File: src/ppu_ram.sv
// Generic single-write, single-read RAM with registered read data.
// No dependencies.
`timescale 1ns / 1ps
module ppu_ram #(
  parameter int Width = 8,
  parameter int Depth = 64,
  localparam int AddrW = (Depth > 1) ? $clog2(Depth) : 1
) (
  input  logic             clk_i,
  input  logic             we_i,
  input  logic [AddrW-1:0] waddr_i,
  input  logic [Width-1:0] wdata_i,
  input  logic             re_i,
  input  logic [AddrW-1:0] raddr_i,
  output logic [Width-1:0] rdata_o
);

  logic [Width-1:0] mem_q [Depth];
  logic [Width-1:0] rdata_q;

  always_ff @(posedge clk_i) begin
    if (we_i) begin
      mem_q[waddr_i] <= wdata_i;
    end
    if (re_i) begin
      rdata_q <= mem_q[raddr_i];
    end
  end

  assign rdata_o = rdata_q;

endmodule

File: config.mk
export PLATFORM = sky130hd
export DESIGN_NAME = ppu_ram
export DESIGN_NICKNAME = d
export VERILOG_FILES = /design/src/ppu_ram.sv
export SDC_FILE = /design/constraint.sdc
export NUM_CORES = 1
export LEC_CHECK = 0
export BUFFER_PORTS_ARGS = -buffer_cell sky130_fd_sc_hd__clkbuf_2
export CORE_UTILIZATION = 30
export CTS_CLUSTER_SIZE = 30
export DETAILED_ROUTE_END_ITERATION = 10
export SLEW_MARGIN = 20
export SYNTH_ARGS = -nofsm -noshare
export SYNTH_HDL_FRONTEND = slang
export SYNTH_SLANG_ARGS = --single-unit
File: constraint.sdc
create_clock -name clk_i -period 2.3 [get_ports clk_i]
set_input_delay 0.23 -clock clk_i [delete_from_list [all_inputs] [get_ports clk_i]]
set_output_delay 0.23 -clock clk_i [all_outputs]
set_load 0.02 [all_outputs]
==> results by group <==
Floorplanning
  • # IOs: 31
  • Std cell rows: 94
  • Chip width: 261.8 um
  • Die area: 68,530 um2
  • Core area: 66,220 um2
  • Initial core utilization: 30.58%
  • Die Y: 261.8 um

Synthesis
  • Post-Synthesis Cells: 940
  • Synth Area per Inst: 21.54 um2
  • Yosys warns: 0
  • Register area share after synthesis: 77.12%
  • Mapped Nets: 963
  • #FFs+latches synth: 520
  • Post-synthesis cell type count: 39
  • Netlist area before placement: 20,250 um2

Finish
  • Most frequent cells in the layout: edfxtp_1, buf_4, mux4_2
  • FILL cells: 6,033
  • Final Net Count: 1,146
  • Non-Filler Instances: 2,027
  • Post-layout util: 36.40%
  • Area growth, synth to finish: 19.05%
  • Post-route cell area: 24,100 um2
  • Layout cell share with drive strength beyond 1: 33.88%
  • Most common cell after layout, fill and taps aside: edfxtp_1
  • ANT cells: 0

Timing
  • Setup ws final: 0.08693 ns
  • Endpoints failing setup: 0
  • RSZ-0062 raised after global routing: no
  • Max Clock Skew: 0.01249 ns
  • Period utilization: 96.22%
  • Max Freq: 0.4519 GHz
  • Hold_ws: 0.09669 ns
  • Max Slew Vio Count: 0
  • TNS Setup: 0 ns
  • Slew headroom: 45.56%
  • Tmin final: 2.213 ns
  • Final hold viol count: 0
  • Worst slew pin tran: 0.8166 ns

GRT
  • Pin count of the biggest net entering global routing: 65
  • First-pass GRT wire length: 69.40 mm
  • Number of global-route vias before repair: 10,310
  • Gr usage total: 14.02%
  • Antenna violations before repair: 1
  • GR Overflow Total: 0

Clock tree
  • TritonCTS Buffers: 49
  • Sink Count: 520
  • Clock buffer depth: 3
  • Post-CTS Setup Inserts: 0
  • Clock tree root buffer cell: clkbuf_16
  • Post-CTS sizing: 0
  • CTS Hold Bufs: 0
  • CTS tree: done
  • CTS H-Tree Depth: 2
  • Clk slew on worst S/H paths: 0.07 ns
  • Worst-Skew Late Latency: 0.58 ns

Flow run
  • Max cap viols: 0

Detailed routing
  • Via count: 9,916
  • DR WL/cell: 23.12 um
  • DRC violations left: 0
  • Drt total wl: 46.86 mm
  • Post-DR vias/cell: 4.892
  • Initial DRC count: 858
  • First-pass iteration count of the detailed router: 5
  • Final ANT Viol Nets: 0

Place
  • Dpl ws: -0.2468 ns
  • Inst Count DP: 1,936
  • Area after DPL: 22,550 um2
  • DP HPWL: 30.80 mm
  • # port buffers: 30
  • GPL Wtd Cong: 0.7965

Pwr
  • Static leakage power: 7.713 nW
  • Max VDD drop: 0.0004813 V
  • Final Total Pwr: 19.52 mW
  • Power Density: 809.8 nW/um2

Worst setup path
  • Worst R2R Start: mem_q[20][6]
  • CP startpoint kind: flop
  • Reg2Reg Depth: 5
  • Crit path launch: mem_q[20][6]
  • CP required: 2.62 ns
  • Flop2flop setup slack: 0.09 ns
  • Crit Path Category: flop to flop
  • End point of the critical path: rdata_o[6]
  • Nature of the critical path endpoint: flop
  • Arrival time worst endpoint: 2.54 ns
  • RR Endpoint: rdata_o[6]
  • Maximum fanout along the worst path: 1

Hold path
  • Hold Path Class: input port to flop

Outcome
  • Status: complete, no violations
[registers in the layout, indices dropped and copies added, names as in the netlist]
signal	flops
rdata_o	8
mem_q	512
[power breakdown]
| group | leakage, nW | internal (mW) | switching [mW] |
|---|---|---|---|
| logic | 2.27 | 0.466 | 0.638 |
| clock network | 0.761 | 4.48 | 3.40 |
| registers | 4.69 | 10.5 | 0.0265 |
[how the worst min path moves through the flow]
stage	startpoint	endpoint	depth (start not counted)
after CTS	re_i	rdata_o[3]	1
after detailed placement	re_i	rdata_o[1]	1
after global routing	re_i	rdata_o[3]	1
after floorplan	wdata_i[0]	mem_q[0][0]	0
after global placement	re_i	rdata_o[5]	1
final	re_i	rdata_o[3]	1
[area by class of cell]
type,instances,area (um2),area share (%)
sequential,520,15620,64.78
multi-input combinational,369,4315,17.90
timing repair buffer,183,1538,6.379
clock buffer,57,1256,5.211
tap,864,1081,4.485
clock inverter,34,299.0,1.241
[worst max-delay path, stage by stage, from the launching register on]
cell,delay (ns)
edfxtp_1,0.37
mux4_2,0.46
mux2_2,0.28
o221a_2,0.27
nor3_1,0.43
o32ai_1,0.15
[cells in the mapped netlist (all sizes together)]
cell     number  area share (%)
nor4          2           0.062
o221ai        8            0.35
o41ai         2           0.087
a31oi         1           0.031
mux2i        23             1.1
a2111oi       2           0.087
o2bb2ai       3            0.13
nand3b        3            0.11
nand3        13            0.32
edfxtp      520              77
nand4         2           0.062
nand2        19            0.35
a21oi         3           0.074
nor2         83             1.5
nor3          7            0.17
o21ai         4           0.099
o2111ai       3            0.13
buf          34             1.2
a211oi        4            0.15
o21a          2           0.074
mux2         13            0.72
a221oi        6            0.26
nand2b        7            0.22
o22ai         8            0.25
clkbuf       17            0.32
a22oi         3            0.11
and2          1           0.031
or3           1           0.031
nand4b        1           0.043
o311ai        1           0.043
mux4        126              14
o32ai         2           0.087
nor2b        14            0.43
o221a         2            0.11
[metal layers]
metal / wire (um) / part of all wire, % / vias up / GRT usage (%)
met5: 13 / 0.028 / - / 0
li1: - / - / 4303 / -
met3: 2623 / 5.6 / 76 / 2.537
met1: 20430 / 44 / 5243 / 19.17
met4: 1176 / 2.5 / 2 / 4.764
met2: 22610 / 48 / 292 / 22.54
[cells by family after synthesis]
logic type | share of synthesized area (%)
flops | 77.12
mux | 15.88
simple gates | 3.374
compound gates | 2.064
buf+inv | 1.563
Note: power is estimated with default switching activity, not from simulation.
