==> config.mk <==
export PLATFORM = sky130hd
export DESIGN_NAME = ppu_alu
export DESIGN_NICKNAME = d
export VERILOG_FILES = /design/src/ppu_pkg.sv /design/src/ppu_alu.sv
export SDC_FILE = /design/constraint.sdc
export NUM_CORES = 1
export LEC_CHECK = 0
export BUFFER_PORTS_ARGS = -buffer_cell sky130_fd_sc_hd__buf_4
export CORE_MARGIN = 2
export CORE_UTILIZATION = 65
export DETAILED_ROUTE_END_ITERATION = 12
export PLACE_DENSITY = 0.83
export SYNTH_ARGS = -nofsm -noshare
export SYNTH_HDL_FRONTEND = slang
export SYNTH_SLANG_ARGS = --single-unit
==> constraint.sdc <==
create_clock -name vclk -period 13.9
set_input_delay 2.78 -clock vclk [all_inputs]
set_output_delay 2.78 -clock vclk [all_outputs]
set_load 0.01 [all_outputs]
==> src/ppu_pkg.sv <==
// Particle pool package: payload structs, ALU control, constants, helper functions.
// No dependencies.
`timescale 1ns / 1ps
package ppu_pkg;

  localparam int SLOT_W     = 6;
  localparam int POS_W      = 32;
  localparam int GREY_W     = 9;
  localparam int ALPHA_W    = 17;
  localparam int LIFE_W     = 18;
  localparam int DT_W       = 16;
  localparam int VEL_W      = 16;
  localparam int FADE_W     = 16;
  localparam int SLIFE_W    = 17;
  localparam int RAND_W     = 7;
  localparam int JIT_W      = 12;
  localparam int DELTA_W    = 18;
  localparam int ALU_W      = 34;
  localparam int MUL_W      = 17;
  localparam int RND_SHIFT  = 16;
  localparam int CFG_IDX_W  = 2;
  localparam int CFG_DATA_W = 17;

  localparam logic CMD_SPAWN = 1'b0;
  localparam logic CMD_TICK  = 1'b1;

  localparam logic [1:0] KIND_SPAWN = 2'd0;
  localparam logic [1:0] KIND_LIVE  = 2'd1;
  localparam logic [1:0] KIND_EMPTY = 2'd2;

  localparam logic [CFG_IDX_W-1:0] CFG_VEL_X      = 2'd0;
  localparam logic [CFG_IDX_W-1:0] CFG_VEL_Y      = 2'd1;
  localparam logic [CFG_IDX_W-1:0] CFG_FADE_RATE  = 2'd2;
  localparam logic [CFG_IDX_W-1:0] CFG_SPAWN_LIFE = 2'd3;

  localparam logic signed [VEL_W-1:0] VEL_RESET   = 16'sd12800;
  localparam logic [FADE_W-1:0]       FADE_RESET  = 16'd1638;
  localparam logic [SLIFE_W-1:0]      SLIFE_RESET = 17'h10000;
  localparam logic [ALPHA_W-1:0]      ALPHA_FULL  = 17'h10000;

  localparam logic signed [ALU_W-1:0] S32_MAX    = 34'sh0_7FFF_FFFF;
  localparam logic signed [ALU_W-1:0] S32_MIN    = 34'sh3_8000_0000;
  localparam logic signed [ALU_W-1:0] LIFE_MIN   = 34'sh3_FFFE_0000;
  localparam logic signed [ALU_W-1:0] ROUND_HALF = 34'sd32768;

  // reciprocals: x/5 for x < 2^14 and x/25 for x < 2^13 are exact
  localparam logic [15:0] RECIP_5  = 16'd13108;
  localparam logic [15:0] RECIP_25 = 16'd41944;
  localparam logic [7:0]  JIT_BIAS = 8'd50;
  localparam logic [8:0]  GREY_BASE = 9'd128;

  typedef struct packed {
    logic                     command;
    logic [DT_W-1:0]          time_step;
    logic signed [POS_W-1:0]  producer_x;
    logic signed [POS_W-1:0]  producer_y;
    logic signed [POS_W-1:0]  offset_x;
    logic signed [POS_W-1:0]  offset_y;
    logic [RAND_W-1:0]        jitter_random;
    logic [RAND_W-1:0]        grey_random;
  } in_t;

  typedef struct packed {
    logic [1:0]               result_kind;
    logic [SLOT_W-1:0]        slot;
    logic signed [POS_W-1:0]  position_x;
    logic signed [POS_W-1:0]  position_y;
    logic [GREY_W-1:0]        grey_level;
    logic [ALPHA_W-1:0]       alpha;
    logic                     last;
  } out_t;

  typedef struct packed {
    logic signed [VEL_W-1:0] vel_x;
    logic signed [VEL_W-1:0] vel_y;
    logic [FADE_W-1:0]       fade_rate;
    logic [SLIFE_W-1:0]      spawn_life;
  } cfg_t;

  typedef enum logic [1:0] {ALU_ADD, ALU_SUB, ALU_MUL, ALU_RND} alu_op_e;
  typedef enum logic [1:0] {SAT_NONE, SAT_S32, SAT_ZERO, SAT_LIFE} sat_e;

  typedef struct packed {
    alu_op_e op;
    sat_e    sat;
  } alu_ctl_t;

  // 256*(r-50)/10, rounded to nearest
  function automatic logic signed [JIT_W-1:0] jitter_of(input logic [RAND_W-1:0] r);
    logic signed [RAND_W:0] d;
    logic [RAND_W-1:0]      mag_r;
    logic [13:0]            mag;
    logic [29:0]            q;
    logic [JIT_W-1:0]       qt;
    d     = $signed({1'b0, r}) - $signed(JIT_BIAS);
    mag_r = d[RAND_W] ? RAND_W'(-d) : d[RAND_W-1:0];
    mag   = {mag_r, 7'b0} + 14'd2;
    q     = 30'(mag) * 30'(RECIP_5);
    qt    = JIT_W'(q[29:16]);
    return d[RAND_W] ? -$signed(qt) : $signed(qt);
  endfunction

  // 128 + 256*r/100, rounded to nearest
  function automatic logic [GREY_W-1:0] grey_of(input logic [RAND_W-1:0] r);
    logic [12:0] x;
    logic [28:0] q;
    x = {r, 6'b0} + 13'd12;
    q = 29'(x) * 29'(RECIP_25);
    return GREY_BASE + q[28:20];
  endfunction

endpackage

==> src/ppu_alu.sv <==
// Shared arithmetic unit: add, subtract, 17x17 multiply, round-shift, saturation.
// Depends on ppu_pkg.
`timescale 1ns / 1ps
module ppu_alu (
  input  logic signed [ppu_pkg::ALU_W-1:0] a_i,
  input  logic signed [ppu_pkg::ALU_W-1:0] b_i,
  input  ppu_pkg::alu_ctl_t                ctl_i,
  output logic signed [ppu_pkg::ALU_W-1:0] y_o
);
  import ppu_pkg::*;

  logic signed [MUL_W-1:0] ma;
  logic signed [MUL_W-1:0] mb;
  logic signed [ALU_W-1:0] rnd_sum;
  logic signed [ALU_W-1:0] raw;

  assign ma      = a_i[MUL_W-1:0];
  assign mb      = b_i[MUL_W-1:0];
  assign rnd_sum = a_i + ROUND_HALF;

  always_comb begin
    unique case (ctl_i.op)
      ALU_ADD: raw = a_i + b_i;
      ALU_SUB: raw = a_i - b_i;
      ALU_MUL: raw = ma * mb;
      ALU_RND: raw = rnd_sum >>> RND_SHIFT;
    endcase
  end

  always_comb begin
    y_o = raw;
    unique case (ctl_i.sat)
      SAT_NONE: y_o = raw;
      SAT_S32: begin
        if (raw > S32_MAX) begin
          y_o = S32_MAX;
        end else if (raw < S32_MIN) begin
          y_o = S32_MIN;
        end
      end
      SAT_ZERO: begin
        if (raw[ALU_W-1]) begin
          y_o = '0;
        end
      end
      SAT_LIFE: begin
        if (raw < LIFE_MIN) begin
          y_o = LIFE_MIN;
        end
      end
    endcase
  end

endmodule

==> impl_metrics.tcl <==
set metrics [dict create \
    syn_area_um2 15200 \
    slew-limit-headroom 0.560 \
    cp.depth 27 \
    synth_cell_types 82 \
    critPathCaptureType "output port" \
    grt_max_degree 47 \
    crit_start "a_i[16]" \
    finalMaxSlewViolations 0 \
    synth_most_common_cell "inv_1" \
    top_usage_layer "met2" \
    fin_crit_sh 0.959 \
    nClkBuffers 0 \
    dp_hpwl_um 33900 \
    hp-class "input port to output port" \
    io_pins 106 \
    rows 55 \
    worst_ep_required_time_ps 11120 \
    crit_family "adder cells" \
    hold_viol 0 \
    crit_path_end "y_o[22]" \
    met2_usage 0.597 \
    grt_pass1_vias 14000 \
    status "finished, final reports clean" \
    synth_nets 2351 \
    final_cells 2204 \
    dieArea_um2 24600 \
    placed_cell_area_um2 16100 \
    synth_largest_area_cell "fa_1" \
    grt_first_pass_wirelength_um 69000 \
    dp.cells 2197 \
    antenna_found_initial 0 \
    cp-start-kind "input port" \
    fmax_ghz 0.0750 \
    postRouteAntennaNets 0 \
    cap_violations 0 \
    io_buffers 106 \
    core_area_um2 22800 \
    multi_input_area_um2 13600 \
    fin_crit_ps 13340 \
    fin_nets 2384 \
    yosys_warnings 0 \
    finalWirelength_um 41400 \
    vias 13300 \
    setup_tns_ps 0 \
    use_met1 0.463 \
    die_x_um 157 \
    final_area_um2 16100 \
    avgRoutedWirePerCell_um 18.8 \
    setup_violations 0 \
    grtUsageTotal 0.352 \
    path_max_fanout 21 \
    die_h_um 157 \
    nFlopsAndLatches 0 \
    fill_cells 1818 \
    gp_congestion 0.986 \
    yosys.area.top_type_share 0.391 \
    first_pass_iters 6 \
    whs_path_depth 3 \
    critPathSlowestCell "fa_1" \
    cp_common_cell "fa_1" \
    grt_overflow_total 0 \
    synth.top_cells.by_area "fa_1 39%, ha_1 10%, inv_1 8.2%" \
    netlist_instances 1860 \
    path_class "input port to output port" \
    syn2layout_area_growth_pct 6.15 \
    rsz0062_at_grt "false" \
    crit_arrival_ps 10560 \
    detailedRoute.firstIterationViolations 1084 \
    worst_pin_slew_ps 658 \
    max_stage_delay_ps 910 \
    drive_above_1_share 0.0836 \
    start_util 0.667 \
    num_antenna_cells 0 \
    syn_area_per_cell_um2 8.17 \
    yosysSeqAreaShare 0 \
    viasPerCell 6.04 \
    synthTopCellsByCount "330 x inv_1, 297 x fa_1, 193 x nand2_1" \
    drc 0 \
    cp_num_buf_inv 5 \
    met3_usage 0.0518 \
    regArea_um2 0 \
]
through the flow:
stage	hold slack, ps	setup slack [ps]	utilization
floorplan	5870	1090	-
CTS	5970	384	0.705
detailed placement	5960	396	0.705
finish	5970	565	0.708
global route	5980	28.4	0.708
global placement	5970	512	0.705
worst min path at each step:
| stage | start | to | slack (ps) |
|---|---|---|---|
| after global placement | ctl_i[1] | y_o[33] | 5970 |
| after global routing | ctl_i[1] | y_o[33] | 5980 |
| final | ctl_i[1] | y_o[33] | 5970 |
| after floorplan | a_i[31] | y_o[15] | 5870 |
| after detailed placement | ctl_i[1] | y_o[33] | 5960 |
| after CTS | ctl_i[1] | y_o[33] | 5970 |
kinds of logic (layout without fill, tap and decap cells):
| family | count (synthesis) | after routing | share of synthesized area |
|---|---|---|---|
| and+or+nand+nor | 592 | 592 | 0.196 |
| adders and majority gates | 419 | 419 | 0.492 |
| buffers and inverters | 415 | 446 | 0.104 |
| AOI/OAI and AO/OA | 326 | 326 | 0.144 |
| xor gates and xnor gates | 101 | 101 | 0.0582 |
| muxes | 7 | 7 | 0.00494 |
cells in the final DEF (no fill, tap or decap), types with 31 or more instances in the layout:
master,synthesis,layout
and2_1,147,147
ha_1,122,122
xor2_1,39,39
buf_4,0,115
fa_1,297,297
nand2_1,193,193
a21o_1,31,31
inv_1,330,330
o21ai_0,50,50
nand3_1,31,31
xnor2_1,62,62
nor2_1,115,115
a21oi_1,108,108
worst min-delay path: cells and delay by family:
kind	cells	cell delay (ps)
compound gates	1	110
buf+inv	2	290
layout make-up:
type,instances,area share
multi-input cells,1445,0.844
inverters,330,0.0768
repair buffers,116,0.0548
well taps,313,0.0243
routing by layer:
metal | share of wire | routed length (µm) | vias to the layer above
li1 | - | - | 6017
met1 | 0.40 | 16500 | 6553
met2 | 0.48 | 20000 | 624
met3 | 0.082 | 3390 | 116
met4 | 0.036 | 1490 | 0
met5 | 0 | 0 | -
what timing repair did:
action / 4_1_cts / 5_1_grt
hold buffers: 0 / 0
setup endpoints to repair: 0 / 7
setup buffers: 0 / 7
resized for setup: 0 / 1
Power is left out: the tool's default activity adds up to more than one toggle a clock period on the data nets, which glitch-free logic cannot reach.
