==> config.mk <==
export PLATFORM = sky130hd
export DESIGN_NAME = ppu_cfg
export DESIGN_NICKNAME = d
export VERILOG_FILES = /design/src/ppu_pkg.sv /design/src/ppu_cfg.sv
export SDC_FILE = /design/constraint.sdc
export NUM_CORES = 1
export LEC_CHECK = 0
export BUFFER_PORTS_ARGS = -buffer_cell sky130_fd_sc_hd__buf_2
export CAP_MARGIN = 20
export CORE_ASPECT_RATIO = 1.25
export CORE_UTILIZATION = 45
export DETAILED_ROUTE_END_ITERATION = 7
export PLACE_DENSITY = 0.77
export REMOVE_ABC_BUFFERS = 1
export SYNTH_ARGS = -nofsm -noshare
export SYNTH_HDL_FRONTEND = slang
export SYNTH_SLANG_ARGS = --single-unit
==> constraint.sdc <==
create_clock -name clk_i -period 2 [get_ports clk_i]
set_clock_uncertainty 0.2 [all_clocks]
set_input_delay 0.1 -clock clk_i [delete_from_list [all_inputs] [get_ports clk_i]]
set_output_delay 0.1 -clock clk_i [all_outputs]
set_load 0.05 [all_outputs]
==> src/ppu_pkg.sv <==
// Particle pool package: payload structs, ALU control, constants, helper functions.
// No dependencies.
`timescale 1ns / 1ps
package ppu_pkg;

  localparam int SLOT_W     = 6;
  localparam int POS_W      = 32;
  localparam int GREY_W     = 9;
  localparam int ALPHA_W    = 17;
  localparam int LIFE_W     = 18;
  localparam int DT_W       = 16;
  localparam int VEL_W      = 16;
  localparam int FADE_W     = 16;
  localparam int SLIFE_W    = 17;
  localparam int RAND_W     = 7;
  localparam int JIT_W      = 12;
  localparam int DELTA_W    = 18;
  localparam int ALU_W      = 34;
  localparam int MUL_W      = 17;
  localparam int RND_SHIFT  = 16;
  localparam int CFG_IDX_W  = 2;
  localparam int CFG_DATA_W = 17;

  localparam logic CMD_SPAWN = 1'b0;
  localparam logic CMD_TICK  = 1'b1;

  localparam logic [1:0] KIND_SPAWN = 2'd0;
  localparam logic [1:0] KIND_LIVE  = 2'd1;
  localparam logic [1:0] KIND_EMPTY = 2'd2;

  localparam logic [CFG_IDX_W-1:0] CFG_VEL_X      = 2'd0;
  localparam logic [CFG_IDX_W-1:0] CFG_VEL_Y      = 2'd1;
  localparam logic [CFG_IDX_W-1:0] CFG_FADE_RATE  = 2'd2;
  localparam logic [CFG_IDX_W-1:0] CFG_SPAWN_LIFE = 2'd3;

  localparam logic signed [VEL_W-1:0] VEL_RESET   = 16'sd12800;
  localparam logic [FADE_W-1:0]       FADE_RESET  = 16'd1638;
  localparam logic [SLIFE_W-1:0]      SLIFE_RESET = 17'h10000;
  localparam logic [ALPHA_W-1:0]      ALPHA_FULL  = 17'h10000;

  localparam logic signed [ALU_W-1:0] S32_MAX    = 34'sh0_7FFF_FFFF;
  localparam logic signed [ALU_W-1:0] S32_MIN    = 34'sh3_8000_0000;
  localparam logic signed [ALU_W-1:0] LIFE_MIN   = 34'sh3_FFFE_0000;
  localparam logic signed [ALU_W-1:0] ROUND_HALF = 34'sd32768;

  // reciprocals: x/5 for x < 2^14 and x/25 for x < 2^13 are exact
  localparam logic [15:0] RECIP_5  = 16'd13108;
  localparam logic [15:0] RECIP_25 = 16'd41944;
  localparam logic [7:0]  JIT_BIAS = 8'd50;
  localparam logic [8:0]  GREY_BASE = 9'd128;

  typedef struct packed {
    logic                     command;
    logic [DT_W-1:0]          time_step;
    logic signed [POS_W-1:0]  producer_x;
    logic signed [POS_W-1:0]  producer_y;
    logic signed [POS_W-1:0]  offset_x;
    logic signed [POS_W-1:0]  offset_y;
    logic [RAND_W-1:0]        jitter_random;
    logic [RAND_W-1:0]        grey_random;
  } in_t;

  typedef struct packed {
    logic [1:0]               result_kind;
    logic [SLOT_W-1:0]        slot;
    logic signed [POS_W-1:0]  position_x;
    logic signed [POS_W-1:0]  position_y;
    logic [GREY_W-1:0]        grey_level;
    logic [ALPHA_W-1:0]       alpha;
    logic                     last;
  } out_t;

  typedef struct packed {
    logic signed [VEL_W-1:0] vel_x;
    logic signed [VEL_W-1:0] vel_y;
    logic [FADE_W-1:0]       fade_rate;
    logic [SLIFE_W-1:0]      spawn_life;
  } cfg_t;

  typedef enum logic [1:0] {ALU_ADD, ALU_SUB, ALU_MUL, ALU_RND} alu_op_e;
  typedef enum logic [1:0] {SAT_NONE, SAT_S32, SAT_ZERO, SAT_LIFE} sat_e;

  typedef struct packed {
    alu_op_e op;
    sat_e    sat;
  } alu_ctl_t;

  // 256*(r-50)/10, rounded to nearest
  function automatic logic signed [JIT_W-1:0] jitter_of(input logic [RAND_W-1:0] r);
    logic signed [RAND_W:0] d;
    logic [RAND_W-1:0]      mag_r;
    logic [13:0]            mag;
    logic [29:0]            q;
    logic [JIT_W-1:0]       qt;
    d     = $signed({1'b0, r}) - $signed(JIT_BIAS);
    mag_r = d[RAND_W] ? RAND_W'(-d) : d[RAND_W-1:0];
    mag   = {mag_r, 7'b0} + 14'd2;
    q     = 30'(mag) * 30'(RECIP_5);
    qt    = JIT_W'(q[29:16]);
    return d[RAND_W] ? -$signed(qt) : $signed(qt);
  endfunction

  // 128 + 256*r/100, rounded to nearest
  function automatic logic [GREY_W-1:0] grey_of(input logic [RAND_W-1:0] r);
    logic [12:0] x;
    logic [28:0] q;
    x = {r, 6'b0} + 13'd12;
    q = 29'(x) * 29'(RECIP_25);
    return GREY_BASE + q[28:20];
  endfunction

endpackage

==> src/ppu_cfg.sv <==
// Configuration register file for the particle pool.
// Depends on ppu_pkg.
`timescale 1ns / 1ps
module ppu_cfg (
  input  logic                             clk_i,
  input  logic                             rst_ni,
  input  logic                             we_i,
  input  logic [ppu_pkg::CFG_IDX_W-1:0]    index_i,
  input  logic [ppu_pkg::CFG_DATA_W-1:0]   data_i,
  output ppu_pkg::cfg_t                    cfg_o
);
  import ppu_pkg::*;

  cfg_t cfg_q;

  always_ff @(posedge clk_i or negedge rst_ni) begin
    if (!rst_ni) begin
      cfg_q.vel_x      <= VEL_RESET;
      cfg_q.vel_y      <= VEL_RESET;
      cfg_q.fade_rate  <= FADE_RESET;
      cfg_q.spawn_life <= SLIFE_RESET;
    end else if (we_i) begin
      unique case (index_i)
        CFG_VEL_X:      cfg_q.vel_x      <= data_i[VEL_W-1:0];
        CFG_VEL_Y:      cfg_q.vel_y      <= data_i[VEL_W-1:0];
        CFG_FADE_RATE:  cfg_q.fade_rate  <= data_i[FADE_W-1:0];
        CFG_SPAWN_LIFE: cfg_q.spawn_life <= data_i[SLIFE_W-1:0];
      endcase
    end
  end

  assign cfg_o = cfg_q;

endmodule

==> summary.txt <==
Power and ir drop
  • Max rail drop VDD: 0.6352 mV
  • PwrDens: 1312 mW/mm^2
  • Leak pwr: 0.001588 uW

Worst setup path
  • Crit path arrival time: 1130 ps
  • Crit Path Max Fanout: 2
  • Path length in cells of the critical path: 1
  • Crit-path slowest cell: dfstp_2
  • Crit-path max cell delay: 530 ps
  • Worst Reg2Reg Path Length in Cells: 1
  • CP top delay family: flip-flops
  • CP bufs+invs: 1
  • Reg2reg end: cfg_o[4]$_DFFE_PN0P_
  • Crit. End Element: output pin
  • CP startpoint kind: flip-flop
  • Setup slack, reg-to-reg: 1030 ps
  • CP Cell Sequence: buf_2
  • Crit Path Category: flip-flop to output pin
  • Critical register-to-register path startpoint: cfg_o[4]$_DFFE_PN0P_
  • WP data required: 1700 ps

Floorplanning
  • Core footprint: 0.005189 sq mm
  • IO Count: 87
  • Cell Rows: 29
  • DIE AREA: 0.005791 sq mm
  • Die span in x: 68.27 microns
  • Initial Util: 0.4760
  • Die height: 84.83 microns

Timing
  • Max Fclk: 697.6 MHz
  • Fin Hold WS: 113.9 ps
  • Slew headroom: 0.6539
  • Unrepaired setup endpoints after global routing: no
  • Crit share post-route: 0.7168
  • Pins over their slew limit: 0
  • Endpoints failing setup: 0
  • Setup TNS Final: 0 ps
  • Worst slew pin tran: 518.5 ps
  • Final hold violation count: 0
  • Tmin final: 1434 ps

Route
  • Routed Antenna Nets: 0
  • DR WL/cell: 15.70 microns
  • Residual DRC: 0
  • Via count: 1548
  • DRT Pass-1 Iters: 4
  • Vias per std cell: 4.853
  • Routed WL: 5009 microns
  • Iteration-0 DRC count of the detailed router: 62

Clock tree
  • Post-CTS sizing: 0
  • Reg clk slew, reported paths: 70 ps
  • CTS tree: done
  • Clock buffer depth: 2
  • CTS Buf Count: 9
  • Root Buffer: clkbuf_8
  • CTS H-Tree Depth: 3
  • CTS Sinks: 65
  • Worst skew pair latency: 340 ps

GRT
  • First-pass GRT wire length: 7969 microns
  • Initial antenna violation count: 0
  • GRT Util Overall: 0.1944
  • Vias in the first global route: 1594
  • Gr ovfl total: 0
  • Largest net degree at the start of global routing: 66

Final layout
  • P&R area growth vs syn: 35.56%
  • Share of cells above drive strength 1: 0.7198
  • Area of the multi-input gates: 783.3 sq um
  • Fill count: 410
  • Ant diodes: 0
  • Reg area: 0.001643 sq mm
  • Max reg flops: 65
  • Post-layout nets: 274

Logic synthesis
  • Unique cell type count in the Yosys netlist: 9
  • Mapped Area: 0.002470 sq mm
  • Sequential share of the synthesized area: 0.6651
  • Synth Register Bits: 65
  • Mean Syn Cell Area: 17.90 sq um
  • Mapped Cells: 138
  • Yosys warning total: 0

Worst hold path
  • HP Class: primary input to asynchronous set/reset pin

Placed design
  • Port Buf Inserts: 86
  • Post-DP HPWL: 3313 microns
  • RePlAce Congestion: 0.6857

Run status
  • Status: finished clean

Job
  • MaxCap Viol Count: 0
through the flow:
stage	area, sq um	instances	util	power, uW	worst slack, ps
6_report	3348	319	0.6453	4392	566.5
5_1_grt	3348	319	0.6453	4562	536.5
4_1_cts	3348	319	0.6453	4425	553.6
3_5_place_dp	2969	285	0.5722	3276	442.1
3_3_place_gp	2969	285	0.5722	3246	475.7
2_1_floorplan	2426	134	-	2888	669.1
cells in the final DEF (no fill, tap or decap), drive strengths merged:
cell type,instances
dfstp,13
nor3b,1
dlygate4sd3,18
mux2,65
bufinv,1
clkinv,2
nand3,1
buf,89
nand3b,2
dfrtp,52
clkbuf,13
where the power goes:
group          switching [uW]  internal (uW)  leakage (uW)
registers                 116           1600      0.000752
clock network             486            641      0.000103
logic                    1140            409      0.000733
total                    1740           2650       0.00159
final cells by class:
| class | instances | share of cell area |
|---|---|---|
| flip-flops and latches | 65 | 0.4907 |
| multi-input cells | 69 | 0.2339 |
| repair buffers | 107 | 0.1928 |
| clock buffers | 13 | 0.04746 |
| well taps | 62 | 0.02317 |
| clock inverters | 3 | 0.01196 |
metal layers:
layer  vias to the layer above  wire length, microns  GRT usage  part of all wire
li1                        719                     -          -                 -
met1                       773                  2089     0.2368              0.42
met2                        48                  2586     0.3075              0.52
met3                         8                   206    0.03226             0.041
met4                         0                   127     0.1326             0.025
met5                         -                     0          0                 0
synthesized netlist by cell type, drive strengths merged:
master / count / share of area
nand3b: 2 / 0.0091
buf: 3 / 0.012
dfrtp: 52 / 0.53
mux2: 65 / 0.30
clkbuf: 1 / 0.0056
dfstp: 13 / 0.14
nor3b: 1 / 0.0076
nand3: 1 / 0.0041
timing repair:
| action | 4_1_cts | 5_1_grt |
|---|---|---|
| buffers inserted | 0 | 0 |
| hold buffers | 18 | 0 |
| hold endpoints to repair | 130 | 0 |
| endpoints found under the setup margin | 0 | 0 |
how the worst max path moves through the flow:
stage | end | slack (ps) | from
CTS | cfg_o[19] | 550 | cfg_o[19]$_DFFE_PN1P_
global placement | cfg_o[36]$_DFFE_PN0P_ | 480 | index_i[1]
finish | cfg_o[46] | 570 | cfg_o[46]$_DFFE_PN1P_
global route | cfg_o[19] | 540 | cfg_o[19]$_DFFE_PN1P_
detailed placement | cfg_o[48]$_DFFE_PN0P_ | 440 | index_i[1]
floorplan | cfg_o[49]$_DFFE_PN0P_ | 670 | index_i[1]
tightest hold or removal path: cells and delay by family:
| kind | cells | cell delay [ps] |
|---|---|---|
| buffers and inverters | 3 | 950 |
cell families after synthesis:
kind of cell | Yosys count | share of synthesized area
muxes | 65 | 0.2964
DFF | 65 | 0.6651
and+or+nand+nor | 4 | 0.02077
buffers and inverters | 4 | 0.01773
Power figures use the tool's default switching activity.
